### config.mk
export PLATFORM = sky130hd
export DESIGN_NAME = slice_spec_parser_flat
export DESIGN_NICKNAME = d
export VERILOG_FILES = /design/src/hdl/ssp_pkg.sv /design/src/hdl/ssp_if.sv /design/src/hdl/slice_spec_parser.sv /design/src/flat_wrapper.sv
export VERILOG_INCLUDE_DIRS = /design/src /design/src/hdl
export SDC_FILE = /design/constraint.sdc
export NUM_CORES = 1
export LEC_CHECK = 0
export ABC_CLOCK_PERIOD_IN_PS = 15100
export BUFFER_PORTS_ARGS = -buffer_cell sky130_fd_sc_hd__buf_4
export CAP_MARGIN = 20
export CORE_UTILIZATION = 64
export DETAILED_ROUTE_END_ITERATION = 12
export GPL_TIMING_DRIVEN = 0
export PLACE_DENSITY = 0.94
export SETUP_SLACK_MARGIN = 0.1
export SLEW_MARGIN = 20
export SYNTH_ARGS = -nofsm -noshare
export SYNTH_HDL_FRONTEND = slang
export SYNTH_SLANG_ARGS = --single-unit
### constraint.sdc
create_clock -name clk -period 15.1 [get_ports clk]
set_input_delay 1.51 -clock clk [delete_from_list [all_inputs] [get_ports clk]]
set_output_delay 1.51 -clock clk [all_outputs]
set_load 0.02 [all_outputs]
### src/hdl/slice_spec_parser_defines.svh
// ----------------------------------------------------------------------------
// Slice spec parser assertion macros
// Shorthand for clocked assertions that are disabled while reset is low.
// ----------------------------------------------------------------------------
`ifndef SLICE_SPEC_PARSER_DEFINES_SVH
`define SLICE_SPEC_PARSER_DEFINES_SVH

// Consequent must hold in the same cycle as the antecedent.
`define SSP_ASSERT_NOW(label, ante, cons, msg) \
  label: assert property (@(posedge clk) disable iff (!rst_n) (ante) |-> (cons)) \
    else $error(msg);

// Consequent must hold in the cycle after the antecedent.
`define SSP_ASSERT_NEXT(label, ante, cons, msg) \
  label: assert property (@(posedge clk) disable iff (!rst_n) (ante) |=> (cons)) \
    else $error(msg);

`endif

### src/hdl/ssp_pkg.sv
// ----------------------------------------------------------------------------
// Slice spec parser package
// Character codes, token status types, error codes and token helpers.
// ----------------------------------------------------------------------------
package ssp_pkg;

  localparam int OUT_VALUE_BITS = 32;

  localparam logic [7:0] CH_LBR   = 8'h5B;
  localparam logic [7:0] CH_RBR   = 8'h5D;
  localparam logic [7:0] CH_COLON = 8'h3A;
  localparam logic [7:0] CH_STAR  = 8'h2A;
  localparam logic [7:0] CH_HASH  = 8'h23;
  localparam logic [7:0] CH_PLUS  = 8'h2B;
  localparam logic [7:0] CH_MINUS = 8'h2D;
  localparam logic [7:0] CH_SPACE = 8'h20;
  localparam logic [7:0] CH_TAB   = 8'h09;
  localparam logic [7:0] CH_CR    = 8'h0D;
  localparam logic [7:0] CH_ZERO  = 8'h30;
  localparam logic [7:0] CH_NINE  = 8'h39;

  typedef enum logic [2:0] {
    ERR_NONE     = 3'd0,
    ERR_COLONS   = 3'd1,
    ERR_LOWER    = 3'd2,
    ERR_UPPER    = 3'd3,
    ERR_STRIDE   = 3'd4,
    ERR_SINGLE   = 3'd5,
    ERR_OVERFLOW = 3'd6
  } err_t;

  typedef enum logic [1:0] {
    TK_LEAD   = 2'd0,
    TK_SIGN   = 2'd1,
    TK_DIGITS = 2'd2,
    TK_BAD    = 2'd3
  } tok_state_t;

  typedef enum logic [1:0] {
    LONE_NONE = 2'd0,
    LONE_STAR = 2'd1,
    LONE_HASH = 2'd2
  } lone_t;

  // Edge trimming phase
  typedef enum logic [2:0] {
    PH_BRACKET = 3'b001,
    PH_SPACE   = 3'b010,
    PH_CORE    = 3'b100
  } phase_t;

  typedef struct packed {
    logic       ovf;
    lone_t      lone;
    logic       nonempty;
    logic       neg;
    tok_state_t st;
  } tok_status_t;

  function automatic logic is_ws(input logic [7:0] c);
    return (c == CH_SPACE) || ((c >= CH_TAB) && (c <= CH_CR));
  endfunction

  function automatic logic is_digit(input logic [7:0] c);
    return (c >= CH_ZERO) && (c <= CH_NINE);
  endfunction

  // Status update for one non-colon character; overflow is handled by the caller.
  function automatic tok_status_t commit_status(input tok_status_t ts, input logic [7:0] c);
    tok_status_t ns;
    logic        dig;
    ns  = ts;
    dig = is_digit(c);
    if (!ts.nonempty && (c == CH_STAR)) begin
      ns.lone = LONE_STAR;
    end else if (!ts.nonempty && (c == CH_HASH)) begin
      ns.lone = LONE_HASH;
    end else begin
      ns.lone = LONE_NONE;
    end
    ns.nonempty = 1'b1;
    if ((ts.st == TK_LEAD) && !dig) begin
      if (is_ws(c)) begin
        ns.st = TK_LEAD;
      end else if ((c == CH_PLUS) || (c == CH_MINUS)) begin
        ns.st = TK_SIGN;
        if (c == CH_MINUS) begin
          ns.neg = 1'b1;
        end
      end else begin
        ns.st = TK_BAD;
      end
    end else if (ts.st != TK_BAD) begin
      ns.st = dig ? TK_DIGITS : TK_BAD;
    end
    return ns;
  endfunction

  // Verdict on a finished token.
  function automatic err_t judge_code(input tok_status_t s, input logic allow_lone,
                                      input err_t bad_code);
    err_t code;
    if (!s.nonempty) begin
      code = ERR_NONE;
    end else if (allow_lone && (s.lone != LONE_NONE)) begin
      code = ERR_NONE;
    end else if (s.ovf) begin
      code = ERR_OVERFLOW;
    end else if (s.st != TK_DIGITS) begin
      code = bad_code;
    end else begin
      code = ERR_NONE;
    end
    return code;
  endfunction

  // True when the token carries a numeric value.
  function automatic logic judge_set(input tok_status_t s, input logic allow_lone);
    return s.nonempty && !(allow_lone && (s.lone != LONE_NONE)) && !s.ovf &&
           (s.st == TK_DIGITS);
  endfunction

endpackage

### src/hdl/ssp_if.sv
// ----------------------------------------------------------------------------
// Slice spec parser channels
// Valid/ready channels for the character stream and the parse results.
// ----------------------------------------------------------------------------
interface ssp_in_if;
  logic       valid;
  logic       ready;
  logic [7:0] char_code;
  logic       last_char;

  modport source (output valid, output char_code, output last_char, input ready);
  modport sink   (input valid, input char_code, input last_char, output ready);
endinterface

interface ssp_out_if;
  logic               valid;
  logic               ready;
  logic               lower_set;
  logic signed [31:0] lower_value;
  logic               upper_set;
  logic signed [31:0] upper_value;
  logic               stride_set;
  logic signed [31:0] stride_value;
  logic               range_form;
  logic [2:0]         error_code;

  modport source (output valid, output lower_set, output lower_value, output upper_set,
                  output upper_value, output stride_set, output stride_value,
                  output range_form, output error_code, input ready);
  modport sink   (input valid, input lower_set, input lower_value, input upper_set,
                  input upper_value, input stride_set, input stride_value,
                  input range_form, input error_code, output ready);
endinterface

### src/hdl/slice_spec_parser.sv
// ----------------------------------------------------------------------------
// Slice spec parser
// Parses the text of one slice dimension into lower, upper and stride bounds.
// ----------------------------------------------------------------------------
// Usage:
//   in_ch carries one character per transaction; last_char marks the final
//   character of a dimension's text. out_ch carries one result per text.
//   Each accepted character updates the trim and token state in the cycle it
//   arrives, including the multiply-by-ten accumulate of a digit. The final
//   character also latches the three finished tokens into a pending stage;
//   it is judged and loads the output register once that register is empty
//   or being read. Throughput: one character per cycle while in_ch.ready is
//   high. Results pass from the pending stage to the output register. When
//   out_ch stalls, one result waits in the output register and one more in
//   the pending stage; in_ready drops only when both are full. Reset clears
//   all parse state and empties both stages. No clearing pass.
// ----------------------------------------------------------------------------
`include "slice_spec_parser_defines.svh"

module slice_spec_parser #(
  parameter int VALUE_BITS = 32
) (
  input  logic             clk,
  input  logic             rst_n,
  ssp_in_if.sink           in_ch,
  ssp_out_if.source        out_ch
);
  import ssp_pkg::*;

  localparam int WB = (VALUE_BITS > OUT_VALUE_BITS) ? VALUE_BITS : OUT_VALUE_BITS;
  localparam int PB = VALUE_BITS + 4;
  localparam logic [PB-1:0]         HALF    = PB'(1) << (VALUE_BITS - 1);
  localparam logic [VALUE_BITS-1:0] MAG_TOP = {1'b0, {(VALUE_BITS-1){1'b1}}};

  // Parse state
  phase_t                  phase_r, phase_nxt;
  logic                    held_ws_r, held_ws_nxt;
  logic                    held_br_r, held_br_nxt;
  tok_status_t             ts_r, ts_nxt;
  logic [VALUE_BITS-1:0]   acc_r, acc_nxt;
  logic [1:0]              colon_r, colon_nxt;
  tok_status_t             slot_st_r  [3];
  logic [VALUE_BITS-1:0]   slot_mag_r [3];
  tok_status_t             slot_st_nxt  [3];
  logic [VALUE_BITS-1:0]   slot_mag_nxt [3];

  // Pending stage
  logic                    fin_valid_r;
  tok_status_t             fin_st_r  [3];
  logic [VALUE_BITS-1:0]   fin_mag_r [3];
  logic [1:0]              fin_colon_r;

  // Output register
  logic                    out_valid_r;
  logic                    lower_set_r, upper_set_r, stride_set_r, range_form_r;
  logic [31:0]             lower_value_r, upper_value_r, stride_value_r;
  err_t                    error_code_r;

  logic       in_acc, out_load;
  logic [7:0] c;

  assign c        = in_ch.char_code;
  assign out_load = fin_valid_r && (!out_valid_r || out_ch.ready);
  assign in_ch.ready = !fin_valid_r || out_load;
  assign in_acc   = in_ch.valid && in_ch.ready;

  // Decimal accumulate and range check; the digit value is the low nibble.
  logic [PB-1:0] prod, lim;
  logic          ovf_now;
  assign prod    = (PB'(acc_r) << 3) + (PB'(acc_r) << 1) + PB'(c[3:0]);
  assign lim     = ts_r.neg ? HALF : (HALF - PB'(1));
  assign ovf_now = prod > lim;

  always_comb begin
    logic       core;
    tok_state_t st_pre;
    phase_nxt   = phase_r;
    held_ws_nxt = held_ws_r;
    held_br_nxt = held_br_r;
    ts_nxt      = ts_r;
    acc_nxt     = acc_r;
    colon_nxt   = colon_r;
    for (int i = 0; i < 3; i++) begin
      slot_st_nxt[i]  = slot_st_r[i];
      slot_mag_nxt[i] = slot_mag_r[i];
    end
    core   = 1'b1;
    st_pre = TK_LEAD;
    unique case (phase_r)
      PH_BRACKET: begin
        if (c == CH_LBR) begin
          core = 1'b0;
        end else if (is_ws(c)) begin
          phase_nxt = PH_SPACE;
          core      = 1'b0;
        end
      end
      PH_SPACE: begin
        if (is_ws(c)) begin
          core = 1'b0;
        end
      end
      PH_CORE: begin
      end
      default: begin
      end
    endcase
    if (core) begin
      phase_nxt = PH_CORE;
      if (is_ws(c)) begin
        // Whitespace after a held ']' makes the ']' part of the core.
        if (held_br_r) begin
          if (held_ws_r) begin
            ts_nxt = commit_status(ts_nxt, CH_SPACE);
          end
          ts_nxt      = commit_status(ts_nxt, CH_RBR);
          held_br_nxt = 1'b0;
        end
        held_ws_nxt = 1'b1;
      end else if (c == CH_RBR) begin
        held_br_nxt = 1'b1;
      end else begin
        if (held_ws_r) begin
          ts_nxt = commit_status(ts_nxt, CH_SPACE);
        end
        if (held_br_r) begin
          ts_nxt = commit_status(ts_nxt, CH_RBR);
        end
        held_ws_nxt = 1'b0;
        held_br_nxt = 1'b0;
        if (c == CH_COLON) begin
          for (int i = 0; i < 3; i++) begin
            if (colon_r == 2'(i)) begin
              slot_st_nxt[i]  = ts_nxt;
              slot_mag_nxt[i] = acc_r;
            end
          end
          ts_nxt  = '0;
          acc_nxt = '0;
          if (colon_r != 2'd3) begin
            colon_nxt = colon_r + 2'd1;
          end
        end else begin
          st_pre = ts_nxt.st;
          ts_nxt = commit_status(ts_nxt, c);
          if (is_digit(c) && (st_pre != TK_BAD) && !ts_nxt.ovf) begin
            if (ovf_now) begin
              ts_nxt.ovf = 1'b1;
            end else begin
              acc_nxt = prod[VALUE_BITS-1:0];
            end
          end
        end
      end
    end
    if (in_ch.last_char) begin
      // Drop any held tail, finish the open token.
      for (int i = 0; i < 3; i++) begin
        if (colon_nxt == 2'(i)) begin
          slot_st_nxt[i]  = ts_nxt;
          slot_mag_nxt[i] = acc_nxt;
        end
      end
    end
  end

  always_ff @(posedge clk) begin
    if (!rst_n) begin
      phase_r   <= PH_BRACKET;
      held_ws_r <= 1'b0;
      held_br_r <= 1'b0;
      ts_r      <= '0;
      acc_r     <= '0;
      colon_r   <= '0;
      for (int i = 0; i < 3; i++) begin
        slot_st_r[i]  <= '0;
        slot_mag_r[i] <= '0;
      end
    end else if (in_acc) begin
      if (in_ch.last_char) begin
        phase_r   <= PH_BRACKET;
        held_ws_r <= 1'b0;
        held_br_r <= 1'b0;
        ts_r      <= '0;
        acc_r     <= '0;
        colon_r   <= '0;
        for (int i = 0; i < 3; i++) begin
          slot_st_r[i]  <= '0;
          slot_mag_r[i] <= '0;
        end
      end else begin
        phase_r   <= phase_nxt;
        held_ws_r <= held_ws_nxt;
        held_br_r <= held_br_nxt;
        ts_r      <= ts_nxt;
        acc_r     <= acc_nxt;
        colon_r   <= colon_nxt;
        for (int i = 0; i < 3; i++) begin
          slot_st_r[i]  <= slot_st_nxt[i];
          slot_mag_r[i] <= slot_mag_nxt[i];
        end
      end
    end
  end

  // Pending stage: finished tokens of one text
  always_ff @(posedge clk) begin
    if (!rst_n) begin
      fin_valid_r <= 1'b0;
    end else if (in_acc && in_ch.last_char) begin
      fin_valid_r <= 1'b1;
    end else if (out_load) begin
      fin_valid_r <= 1'b0;
    end
  end

  always_ff @(posedge clk) begin
    if (in_acc && in_ch.last_char) begin
      fin_colon_r <= colon_nxt;
      for (int i = 0; i < 3; i++) begin
        fin_st_r[i]  <= slot_st_nxt[i];
        fin_mag_r[i] <= slot_mag_nxt[i];
      end
    end
  end

  // Signed token values, widened so the low 32 bits match a 64-bit view
  logic signed [VALUE_BITS-1:0] sval [3];
  logic signed [WB-1:0]         wval [3];
  logic        [WB-1:0]         wval_inc;
  always_comb begin
    for (int i = 0; i < 3; i++) begin
      sval[i] = fin_st_r[i].neg ? -$signed(fin_mag_r[i]) : $signed(fin_mag_r[i]);
      wval[i] = WB'(sval[i]);
    end
    wval_inc = wval[0] + WB'(1);
  end

  err_t        res_code;
  logic        res_lo_set, res_up_set, res_st_set;
  logic [31:0] res_lo_val, res_up_val, res_st_val;
  always_comb begin
    res_code   = ERR_NONE;
    res_lo_set = 1'b0;
    res_up_set = 1'b0;
    res_st_set = 1'b0;
    res_lo_val = '0;
    res_up_val = '0;
    res_st_val = '0;
    if (fin_colon_r == 2'd3) begin
      res_code = ERR_COLONS;
    end else if (fin_colon_r != 2'd0) begin
      res_code   = judge_code(fin_st_r[0], 1'b1, ERR_LOWER);
      res_lo_set = judge_set(fin_st_r[0], 1'b1);
      res_lo_val = res_lo_set ? wval[0][31:0] : '0;
      if (res_code == ERR_NONE) begin
        res_code   = judge_code(fin_st_r[1], 1'b1, ERR_UPPER);
        res_up_set = judge_set(fin_st_r[1], 1'b1);
        res_up_val = res_up_set ? wval[1][31:0] : '0;
      end
      if ((res_code == ERR_NONE) && (fin_colon_r == 2'd2)) begin
        res_code   = judge_code(fin_st_r[2], 1'b0, ERR_STRIDE);
        res_st_set = judge_set(fin_st_r[2], 1'b0);
        res_st_val = res_st_set ? wval[2][31:0] : '0;
      end
    end else begin
      if (fin_st_r[0].lone == LONE_STAR) begin
        res_lo_set = 1'b1;
      end else if (fin_st_r[0].lone == LONE_HASH) begin
        res_lo_set = 1'b1;
        res_lo_val = '1;
      end else if (!fin_st_r[0].nonempty) begin
        res_code = ERR_SINGLE;
      end else begin
        res_code   = judge_code(fin_st_r[0], 1'b0, ERR_SINGLE);
        res_lo_set = 1'b1;
        res_lo_val = wval[0][31:0];
        // n+1 must fit in the value range
        if (res_code == ERR_NONE) begin
          if (!fin_st_r[0].neg && (fin_mag_r[0] == MAG_TOP)) begin
            res_code = ERR_OVERFLOW;
          end else begin
            res_up_set = 1'b1;
            res_up_val = wval_inc[31:0];
          end
        end
      end
    end
  end

  always_ff @(posedge clk) begin
    if (!rst_n) begin
      out_valid_r <= 1'b0;
    end else if (out_load) begin
      out_valid_r <= 1'b1;
    end else if (out_ch.ready) begin
      out_valid_r <= 1'b0;
    end
  end

  always_ff @(posedge clk) begin
    if (out_load) begin
      error_code_r <= res_code;
      if (res_code == ERR_NONE) begin
        range_form_r   <= 1'b1;
        lower_set_r    <= res_lo_set;
        lower_value_r  <= res_lo_val;
        upper_set_r    <= res_up_set;
        upper_value_r  <= res_up_val;
        stride_set_r   <= res_st_set;
        stride_value_r <= res_st_val;
      end else begin
        // Any fault zeroes every other field
        range_form_r   <= 1'b0;
        lower_set_r    <= 1'b0;
        lower_value_r  <= '0;
        upper_set_r    <= 1'b0;
        upper_value_r  <= '0;
        stride_set_r   <= 1'b0;
        stride_value_r <= '0;
      end
    end
  end

  assign out_ch.valid        = out_valid_r;
  assign out_ch.lower_set    = lower_set_r;
  assign out_ch.lower_value  = lower_value_r;
  assign out_ch.upper_set    = upper_set_r;
  assign out_ch.upper_value  = upper_value_r;
  assign out_ch.stride_set   = stride_set_r;
  assign out_ch.stride_value = stride_value_r;
  assign out_ch.range_form   = range_form_r;
  assign out_ch.error_code   = error_code_r;

  logic out_fault, out_clean, out_any_set, last_acc, pend_stall;
  assign out_fault   = out_ch.valid && (out_ch.error_code != ERR_NONE);
  assign out_clean   = out_ch.valid && (out_ch.error_code == ERR_NONE);
  assign out_any_set = out_ch.range_form || out_ch.lower_set || out_ch.upper_set ||
                       out_ch.stride_set;
  assign last_acc    = in_acc && in_ch.last_char;
  assign pend_stall  = fin_valid_r && !out_load;

  `SSP_ASSERT_NOW(a_fault_zeroes, out_fault, !out_any_set, "fault result carries set fields")
  `SSP_ASSERT_NOW(a_ok_is_range, out_clean, out_ch.range_form, "clean result without range form")
  `SSP_ASSERT_NEXT(a_last_pends, last_acc, fin_valid_r, "final character not latched")
  `SSP_ASSERT_NEXT(a_pend_held, pend_stall, fin_valid_r && $stable(fin_colon_r), "pending dropped")

endmodule
### src/flat_wrapper.sv
// flat-port wrapper written by rule: the top's interface ports become plain ports
module slice_spec_parser_flat import ssp_pkg::*;
#(
  parameter int VALUE_BITS = 32
)
  (clk, rst_n, in_ch_valid, in_ch_char_code, in_ch_last_char, in_ch_ready, out_ch_valid, out_ch_lower_set, out_ch_lower_value, out_ch_upper_set, out_ch_upper_value, out_ch_stride_set, out_ch_stride_value, out_ch_range_form, out_ch_error_code, out_ch_ready);
  ssp_in_if in_ch_i ();
  ssp_out_if out_ch_i ();
  input  logic clk;
  input  logic rst_n;
  input wire logic [$bits(in_ch_i.valid)-1:0] in_ch_valid;
  input wire logic [$bits(in_ch_i.char_code)-1:0] in_ch_char_code;
  input wire logic [$bits(in_ch_i.last_char)-1:0] in_ch_last_char;
  output wire logic [$bits(in_ch_i.ready)-1:0] in_ch_ready;
  output wire logic [$bits(out_ch_i.valid)-1:0] out_ch_valid;
  output wire logic [$bits(out_ch_i.lower_set)-1:0] out_ch_lower_set;
  output wire logic [$bits(out_ch_i.lower_value)-1:0] out_ch_lower_value;
  output wire logic [$bits(out_ch_i.upper_set)-1:0] out_ch_upper_set;
  output wire logic [$bits(out_ch_i.upper_value)-1:0] out_ch_upper_value;
  output wire logic [$bits(out_ch_i.stride_set)-1:0] out_ch_stride_set;
  output wire logic [$bits(out_ch_i.stride_value)-1:0] out_ch_stride_value;
  output wire logic [$bits(out_ch_i.range_form)-1:0] out_ch_range_form;
  output wire logic [$bits(out_ch_i.error_code)-1:0] out_ch_error_code;
  input wire logic [$bits(out_ch_i.ready)-1:0] out_ch_ready;
  assign in_ch_i.valid = in_ch_valid;
  assign in_ch_i.char_code = in_ch_char_code;
  assign in_ch_i.last_char = in_ch_last_char;
  assign in_ch_ready = in_ch_i.ready;
  assign out_ch_valid = out_ch_i.valid;
  assign out_ch_lower_set = out_ch_i.lower_set;
  assign out_ch_lower_value = out_ch_i.lower_value;
  assign out_ch_upper_set = out_ch_i.upper_set;
  assign out_ch_upper_value = out_ch_i.upper_value;
  assign out_ch_stride_set = out_ch_i.stride_set;
  assign out_ch_stride_value = out_ch_i.stride_value;
  assign out_ch_range_form = out_ch_i.range_form;
  assign out_ch_error_code = out_ch_i.error_code;
  assign out_ch_i.ready = out_ch_ready;
  slice_spec_parser #(.VALUE_BITS(VALUE_BITS)) u_core (.clk(clk), .rst_n(rst_n), .in_ch(in_ch_i), .out_ch(out_ch_i));
endmodule
==> metrics.log, run 1 <==
INFO  metric status = finished clean
INFO  metric place_congestion = 1.00
INFO  metric max-cap-violations = 0
INFO  metric synthArstFlopShare = 0
INFO  metric numCtsBuffers = 38
INFO  metric peakVddDrop = 0.0000826 V
INFO  metric timing.critical_path.to_type = flop
INFO  metric leakage = 9.91 nW
INFO  metric detail_route.wirelength.met1 = 25,600 µm
INFO  metric grt_first_pass_wirelength = 107,000 µm
INFO  metric design.final.nets = 2,616
INFO  metric grt-ovfl-total = 0
INFO  metric holdBufCountCts = 0
INFO  metric ys_seq_elements = 383
INFO  metric buffers_from_clock_root_to_sink_at_most = 3
INFO  metric ctsRootBufferMaster = sky130_fd_sc_hd__clkbuf_16
INFO  metric count_of_vias_placed_by_the_detailed_router = 20,200
INFO  metric slowest_library_cell_on_the_worst_path = sky130_fd_sc_hd__nor4_1
INFO  metric fin_skew = 0.0229 ns
INFO  metric totalWireLength = 70,500 µm
INFO  metric timing_worst_setup_path_type = in2reg
INFO  metric drc_errors = 0
INFO  metric synth_seq_area_share = 0.480
INFO  metric floorplan.die.width = 191 µm
INFO  metric cts_max_level = 2
INFO  metric swShare = 0.242
INFO  metric fp.dieArea = 0.0366 mm²
INFO  metric numPortBuffers = 116
INFO  metric post_cts_buffers = 0
INFO  metric grt_pass1_vias = 18,700
INFO  metric cp-start-kind = input port
INFO  metric pwr-share-seq = 0.517
INFO  metric grt_use_total = 0.383
INFO  metric fmax = 0.117 GHz
INFO  metric placement_rows = 68
INFO  metric worst_pin_slew = 1.01 ns
INFO  metric drt_first_pass_iters = 5
INFO  metric die_h = 191 µm
INFO  metric clkTransAtPathRegs = 0.06 ns
INFO  metric ys_warn_count = 0
INFO  metric start_util = 0.658
INFO  metric synth.top_cell.area_share = 0.438
INFO  metric clkPwrFrac = 0.394
INFO  metric worstPathBufferInverterCount = 3
INFO  metric hold_path.class = reg2reg
INFO  metric synth.net_count = 2,454
INFO  metric ys.flop_type = sky130_fd_sc_hd__edfxtp_1
INFO  metric route.detailed.wl_per_inst = 23.6 µm
INFO  metric fin_crit = 8.52 ns
INFO  metric drt_iter0_markers = 2,985
INFO  metric tritoncts = yes
INFO  metric setup-tns-final = 0 ns
INFO  metric slew_violations = 0
INFO  metric post-route-period-util = 0.564
INFO  metric grt_start_max_net_pins = 93
INFO  metric detailedPlacementHpwl = 53,100 µm
INFO  metric synth.cell_area = 0.0229 mm²
INFO  metric post_synth_inst_count = 2,339
INFO  metric post-layout-total-power = 2.36 mW
INFO  metric net_switching = 0.571 mW
INFO  metric cp_max_fo = 10
INFO  metric crit_path_leading_delay_family = compound AO/OA/AOI/OAI gates
INFO  metric setup.reg_to_reg.worst_slack = 6.88 ns
INFO  metric highest-signal-layer = met5
INFO  metric required = 15.28 ns
INFO  metric syn-mean-instance-area = 9.81 µm²
INFO  metric drive_above_1_share = 0.0917
INFO  metric detailroute.wirelength.met3 = 7670 µm
INFO  metric core_area = 0.0349 mm²
INFO  metric clkSinkCount = 383
INFO  metric number_of_enable_type_register_cells_in_the_synthesized_netlist = 335
INFO  metric clk_latency = 0.55 ns
INFO  metric io_pins = 118
INFO  metric ant_nets = 0
INFO  metric areaGrowthSynthToFinish = 12.1%
INFO  metric post_cts_resize_count = 0
INFO  metric synth_area_leader_cell = sky130_fd_sc_hd__edfxtp_1
INFO  metric grt_antenna_before_repair = 3
INFO  metric cell_internal_pwr = 1.79 mW
INFO  metric synth_top_cells_by_area = sky130_fd_sc_hd__edfxtp_1 (44%), sky130_fd_sc_hd__ha_1 (5.5%), sky130_fd_sc_hd__nand2_1 (4.8%)
INFO  metric setup_repair_after_global_routing_missed_its_margin = false
INFO  metric longest_individual_stage_delay_on_the_worst_path = 0.73 ns
INFO  metric setup_viol_count_final = 0
INFO  metric powerDensity = 91.6 mW/mm²
INFO  metric worst-endpoint-arrival = 8.70 ns
INFO  metric final-hold-violation-count = 0
INFO  metric worstPathCellList = buf_4, fa_1, fa_1, a211oi_1, o21ai_0, o21ai_0, a21o_1, nand2_1, a21bo_2, a21oi_1, xnor2_1, ha_1, nand4_1, nor4_1, mux2i_1, a21oi_1, nor4_1, and3_1, buf_2, buf_2, mux2i_1, a21boi_0
INFO  metric power.combinational.fraction = 0.089
INFO  metric route.detailed.vias_per_inst = 6.75
INFO  metric worst_slew_margin_rel = 0.325
INFO  metric met2RoutedLength = 32,200 µm
INFO  metric synthDistinctLibCells = 82
## state kept, by name, summed over array words and instances (netlist names), 7 cells and up
name and flops:
u_core.acc_r 32, u_core.slot_mag_r 96, u_core.slot_st_r 19, u_core.out_ch.upper_value 32, u_core.out_ch.lower_value 32, u_core.fin_st_r 19
u_core.fin_mag_r 96, u_core.ts_r 7, u_core.out_ch.stride_value 32
## layer usage
layer / vias to the layer above / track usage
li1: 9009 / -
met1: 9477 / 0.482
met2: 1385 / 0.618
met3: 280 / 0.0626
met4: 4 / 0.238
met5: - / 0
## cells in the mapped netlist, types with 17 or more instances
library cell,n
sky130_fd_sc_hd__a211oi_1,22
sky130_fd_sc_hd__a21boi_0,22
sky130_fd_sc_hd__a21o_1,25
sky130_fd_sc_hd__a21oi_1,149
sky130_fd_sc_hd__a22o_1,31
sky130_fd_sc_hd__a31oi_1,66
sky130_fd_sc_hd__and2_1,38
sky130_fd_sc_hd__clkbuf_1,135
sky130_fd_sc_hd__dfxtp_1,48
sky130_fd_sc_hd__edfxtp_1,335
sky130_fd_sc_hd__ha_1,100
sky130_fd_sc_hd__inv_1,41
sky130_fd_sc_hd__mux2_2,17
sky130_fd_sc_hd__mux2i_1,44
sky130_fd_sc_hd__nand2_1,291
sky130_fd_sc_hd__nand3_1,105
sky130_fd_sc_hd__nand4_1,29
sky130_fd_sc_hd__nor2_1,212
sky130_fd_sc_hd__nor3_1,38
sky130_fd_sc_hd__o21a_1,56
sky130_fd_sc_hd__o21ai_0,86
sky130_fd_sc_hd__o22ai_1,21
sky130_fd_sc_hd__o31ai_1,30
sky130_fd_sc_hd__or3_1,25
sky130_fd_sc_hd__xnor2_1,74
sky130_fd_sc_hd__xor2_1,77
## placed cells by master, fill, tap and decap left out, drive strengths merged, types with 77 or more instances in the layout
cell type	instances
edfxtp	335
nand2	291
nor2	212
clkbuf	187
a21oi	149
buf	141
nand3	106
ha	100
o21ai	93
xor2	77
## final timing paths
check | from | end | depth (start not counted)
worst max register to register | u_core.acc_r[0] | u_core.fin_mag_r[0][88] | 21
worst max-delay path | in_ch_char_code[3] | u_core.fin_mag_r[0][88] | 22
worst min-delay path | u_core.ts_r[3] | u_core.ts_r[3] | 2
worst min register to register | u_core.ts_r[3] | u_core.ts_r[3] | 2
## cell families after synthesis
logic type | after synthesis | share of synthesized area
compound gates | 601 | 0.172
mux | 61 | 0.0275
simple gates | 844 | 0.173
buf+inv | 197 | 0.0334
xor+xnor | 151 | 0.0576
fa+ha+maj | 102 | 0.0563
flops | 383 | 0.480
## through the flow
stage	hold slack [ns]	instances	instance area, µm²	setup WS, ns	utilization
final	0.496	2986	25700	6.58	0.738
after CTS	0.493	2985	25700	6.81	0.738
after floorplan	0.443	2339	22900	8.31	-
after global routing	0.511	2985	25700	6.29	0.738
after detailed placement	0.479	2916	24500	6.26	0.703
after global placement	0.460	2910	24400	6.37	0.699
## worst register-to-register path: cells and delay by family (launching register included)
kind / cells / cell delay (ns)
AO/OA/AOI/OAI: 8 / 2.12
AND/OR/NAND/NOR: 5 / 2.02
adder cells (fa/ha/maj): 3 / 1.43
multiplexers: 2 / 0.84
flip-flops: 1 / 0.77
buffers and inverters: 2 / 0.56
XOR/XNOR: 1 / 0.14
## power by group through the flow
stage	Sequential, mW	Combinational [mW]	Clock, mW
after CTS	1.22	0.205	0.926
final	1.22	0.211	0.928
after floorplan	1.25	0.120	0
after global placement	1.24	0.193	0
after global routing	1.22	0.224	0.962
after detailed placement	1.24	0.203	0
## layout make-up
| type | instances | area, µm² |
|---|---|---|
| Sequential cell | 383 | 11000 |
| Clock buffer | 52 | 1040 |
| Inverter | 43 | 171 |
| Antenna cell | 1 | 2.50 |
| Clock inverter | 17 | 154 |
| Buffer | 154 | 606 |
| Timing Repair Buffer | 122 | 993 |
| Tap cell | 455 | 569 |
| Multi-Input combinational cell | 1759 | 11200 |
| Fill cell | 2418 | 9150 |
Note: power is estimated with default switching activity, not from simulation.
==> run 2, diff against run 1 <==
--- a/config.mk
+++ b/config.mk
@@ -6,13 +6,14 @@
 export SDC_FILE = /design/constraint.sdc
 export NUM_CORES = 1
 export LEC_CHECK = 0
-export ABC_CLOCK_PERIOD_IN_PS = 15100
+export ABC_AREA = 1
+export ABC_CLOCK_PERIOD_IN_PS = 8650
 export BUFFER_PORTS_ARGS = -buffer_cell sky130_fd_sc_hd__buf_4
 export CAP_MARGIN = 20
-export CORE_UTILIZATION = 64
+export CORE_UTILIZATION = 63
 export DETAILED_ROUTE_END_ITERATION = 12
 export GPL_TIMING_DRIVEN = 0
-export PLACE_DENSITY = 0.94
+export PLACE_DENSITY = 0.92
 export SETUP_SLACK_MARGIN = 0.1
 export SLEW_MARGIN = 20
 export SYNTH_ARGS = -nofsm -noshare
==> constraint.sdc (replaced) <==
create_clock -name clk -period 8.65 [get_ports clk]
set_input_delay 0.865 -clock clk [delete_from_list [all_inputs] [get_ports clk]]
set_output_delay 0.865 -clock clk [all_outputs]
set_load 0.02 [all_outputs]
==> metrics.log, run 2 <==
INFO  metric status = finished clean
INFO  metric fin_crit = 5.83 ns
INFO  metric grt-ovfl-total = 0 (unchanged)
INFO  metric final_design_area_no_fill = 0.0284 mm² (+10%)
INFO  metric synthMostInstantiatedCell = sky130_fd_sc_hd__nand2_1
INFO  metric cts_max_level = 2 (unchanged)
INFO  metric worst_slew_margin_rel = 0.217 (-0.108)
INFO  metric final_cells = 3,906 (+31%)
INFO  metric ys.flop_type = sky130_fd_sc_hd__edfxtp_1
INFO  metric required = 8.84 ns (-6.44 ns)
INFO  metric synth_seq_area_share = 0.435 (-0.0454)
INFO  metric fin_skew = 0.0303 ns (+0.00743 ns)
INFO  metric totalWireLength = 79,400 µm (+13%)
INFO  metric clkTransAtPathRegs = 0.06 ns (about the same)
INFO  metric setup_repair_after_global_routing_missed_its_margin = false
INFO  metric timing.critical_path.to_type = flop
INFO  metric areaGrowthSynthToFinish = 12.0%
INFO  metric placement_rows = 73 (+7.4%)
INFO  metric floorplan.die.width = 203 µm (+5.9%)
INFO  metric worst_pin_slew = 1.16 ns (+0.157 ns)
INFO  metric io_pins = 118 (unchanged)
INFO  metric synth_top_cells_by_area = sky130_fd_sc_hd__edfxtp_1 (40%), sky130_fd_sc_hd__nand2_1 (10%), sky130_fd_sc_hd__inv_1 (6.6%)
INFO  metric post_synth_inst_count = 3,182 (+36%)
INFO  metric setup_viol_count_final = 0 (unchanged)
INFO  metric synth_area_leader_cell = sky130_fd_sc_hd__edfxtp_1
INFO  metric syn-mean-instance-area = 7.96 µm² (-19%)
INFO  metric numPortBuffers = 116 (unchanged)
INFO  metric ys_warn_count = 0 (unchanged)
INFO  metric final-hold-violation-count = 0 (unchanged)
INFO  metric post_cts_buffers = 0 (unchanged)
INFO  metric ys_seq_elements = 383 (unchanged)
INFO  metric fillers = 3,031 (+25%)
INFO  metric holdBufCountCts = 0 (unchanged)
INFO  metric number_of_enable_type_register_cells_in_the_synthesized_netlist = 335 (unchanged)
INFO  metric tritoncts = yes
INFO  metric max-cap-violations = 0 (unchanged)
INFO  metric place_congestion = 1.03 (+2.9%)
INFO  metric cp_max_fo = 10 (unchanged)
INFO  metric startpoint = u_core.acc_r[2]
INFO  metric synth_top_cells_by_count = sky130_fd_sc_hd__nand2_1 (702), sky130_fd_sc_hd__inv_1 (448), sky130_fd_sc_hd__edfxtp_1 (335)
INFO  metric worst-endpoint-arrival = 6.02 ns (-2.68 ns)
INFO  metric grt_pass1_vias = 22,400 (+19%)
INFO  metric rr_worst_depth = 21 (unchanged)
INFO  metric clk_latency = 0.57 ns (+0.02 ns)
INFO  metric hold_start = u_core.phase_r[2]
INFO  metric post-route-period-util = 0.674
INFO  metric route.detailed.vias_per_inst = 6.07 (-10%)
INFO  metric grt_start_max_net_pins = 34 (-63%)
INFO  metric synthDistinctLibCells = 66 (-20%)
INFO  metric die_h = 203 µm (+5.9%)
INFO  metric count_of_vias_placed_by_the_detailed_router = 23,700 (+18%)
INFO  metric leakage = 13.6 nW (+37%)
INFO  metric grt_use_total = 0.383 (+0.000694)
INFO  metric fp.dieArea = 0.0410 mm² (+12%)
INFO  metric timing_worst_setup_path_type = reg2reg
INFO  metric crit_end = u_core.fin_mag_r[0][71]
INFO  metric r2r_end = u_core.fin_mag_r[0][71]
INFO  metric grt_first_pass_wirelength = 121,000 µm (+14%)
INFO  metric layout_commonest_cell = sky130_fd_sc_hd__nand2_1
INFO  metric min_path_cells = 2 (unchanged)
INFO  metric fmax = 0.171 GHz
INFO  metric finalHoldWorstSlack = 0.507 ns (+0.0116 ns)
INFO  metric drt_iter0_markers = 3,288 (+10%)
INFO  metric cp-start-kind = flop
INFO  metric synth.cell_area = 0.0253 mm² (+10%)
INFO  metric drive_above_1_share = 0.133 (+0.0415)
INFO  metric placed_area = 0.0271 mm² (+11%)
INFO  metric synthArstFlopShare = 0 (unchanged)
INFO  metric numCtsBuffers = 38 (unchanged)
INFO  metric setup-tns-final = 0 ns (unchanged)
INFO  metric ant_nets = 0 (unchanged)
INFO  metric buffers_from_clock_root_to_sink_at_most = 3 (unchanged)
INFO  metric core_area = 0.0397 mm² (+14%)
INFO  metric setup.reg_to_reg.worst_slack = 2.82 ns (-4.06 ns)
INFO  metric route.detailed.wl_per_inst = 20.3 µm (-14%)
INFO  metric ctsRootBufferMaster = sky130_fd_sc_hd__clkbuf_16
INFO  metric detailedPlacementHpwl = 61,300 µm (+15%)
INFO  metric slew_violations = 0 (unchanged)
INFO  metric drc_errors = 0 (unchanged)
INFO  metric start_util = 0.638 (-0.0200)
INFO  metric drt_first_pass_iters = 10 (+5)
INFO  metric design.final.nets = 3,464 (+32%)
INFO  metric post_cts_resize_count = 0 (unchanged)
INFO  metric most-common-layout-cells = sky130_fd_sc_hd__nand2_1 (702), sky130_fd_sc_hd__inv_1 (448), sky130_fd_sc_hd__edfxtp_1 (335), sky130_fd_sc_hd__nor2_1 (248), sky130_fd_sc_hd__o21ai_0 (219)
INFO  metric synth.net_count = 3,297 (+34%)
INFO  metric top_regs = u_core.fin_mag_r (96), u_core.slot_mag_r (96)
INFO  metric grt_antenna_before_repair = 6 (+3)
INFO  metric synth.top_cell.area_share = 0.397 (-0.0415)
INFO  metric peakVddDrop = 0.000132 V (+60%)
INFO  metric crit-reg2reg-launch = u_core.acc_r[2]
INFO  metric hold_path.class = reg2reg
INFO  metric dpl.cell_count = 3,834 (+31%)
INFO  metric powerDensity = 151 mW/mm² (+65%)
INFO  metric clkSinkCount = 383 (unchanged)
run 2: worst max-delay path, cell delays in order, from the launching register on:
cell	delay [ns]
sky130_fd_sc_hd__dfxtp_1	0.51
sky130_fd_sc_hd__fa_1	0.52
sky130_fd_sc_hd__fa_1	0.48
sky130_fd_sc_hd__nand2_1	0.09
sky130_fd_sc_hd__nand2_1	0.08
sky130_fd_sc_hd__nand2_2	0.10
sky130_fd_sc_hd__o21bai_4	0.08
sky130_fd_sc_hd__nand2_2	0.07
sky130_fd_sc_hd__nand2_2	0.09
sky130_fd_sc_hd__a31oi_1	0.35
sky130_fd_sc_hd__o21bai_1	0.14
sky130_fd_sc_hd__xor2_1	0.41
sky130_fd_sc_hd__ha_1	0.20
sky130_fd_sc_hd__nand2_1	0.06
sky130_fd_sc_hd__nor2_1	0.11
sky130_fd_sc_hd__nor4b_1	0.25
sky130_fd_sc_hd__nand2_1	0.08
sky130_fd_sc_hd__nand2_1	0.31
sky130_fd_sc_hd__nand3_4	0.23
sky130_fd_sc_hd__nand2_1	0.12
sky130_fd_sc_hd__nand2_1	0.20
sky130_fd_sc_hd__o21ai_0	0.96
run 2: stage by stage:
step                      setup slack (ns)  total power [mW]   util
after floorplan                       1.85              2.47      -
after global placement              0.0884              2.62  0.676
after detailed placement              2.57              2.63  0.683
after CTS                             3.09              4.26  0.714
after global routing                  2.69              4.39  0.714
final                                 2.82              4.29  0.714
run 2: cells by family after synthesis:
group,after synthesis,synth area share
DFF,383,0.435
xor gates and xnor gates,69,0.0244
and+or+nand+nor,1547,0.291
AOI/OAI and AO/OA,483,0.103
adders and majority gates,102,0.0510
muxes,7,0.00311
buffers and inverters,591,0.0927
run 2: layer usage:
metal	vias to the layer above	routed length (µm)	GRT usage
met3	381	9380	0.0849
met5	-	52	0
met1	10700	27800	0.458
met2	1682	36400	0.625
li1	11000	-	-
met4	6	5760	0.250
run 2: layout make-up:
class | count | area, µm² | area share
repair buffers | 127 | 1120 | 0.0395
multi-input cells | 2208 | 12000 | 0.422
flip-flops and latches | 383 | 11000 | 0.388
inverters | 471 | 1780 | 0.0626
plain buffers | 120 | 574 | 0.0202
clock buffers | 48 | 998 | 0.0352
clock inverters | 22 | 238 | 0.00838
well taps | 525 | 657 | 0.0231
diodes | 2 | 5.00 | 0.000176
run 2: where the power goes:
| group | switching (mW) | total (mW) | leakage, nW | internal (mW) |
|---|---|---|---|---|
| Clock | 0.730 | 1.68 | 0.600 | 0.948 |
| Combinational | 0.344 | 0.486 | 9.23 | 0.142 |
| Sequential | 0.0399 | 2.13 | 3.78 | 2.09 |
run 2: worst min path at each step:
stage / end
finish: u_core.phase_r[2]
floorplan: u_core.held_ws_r
global placement: u_core.out_ch.valid
global route: u_core.phase_r[1]
CTS: u_core.phase_r[2]
detailed placement: u_core.held_ws_r
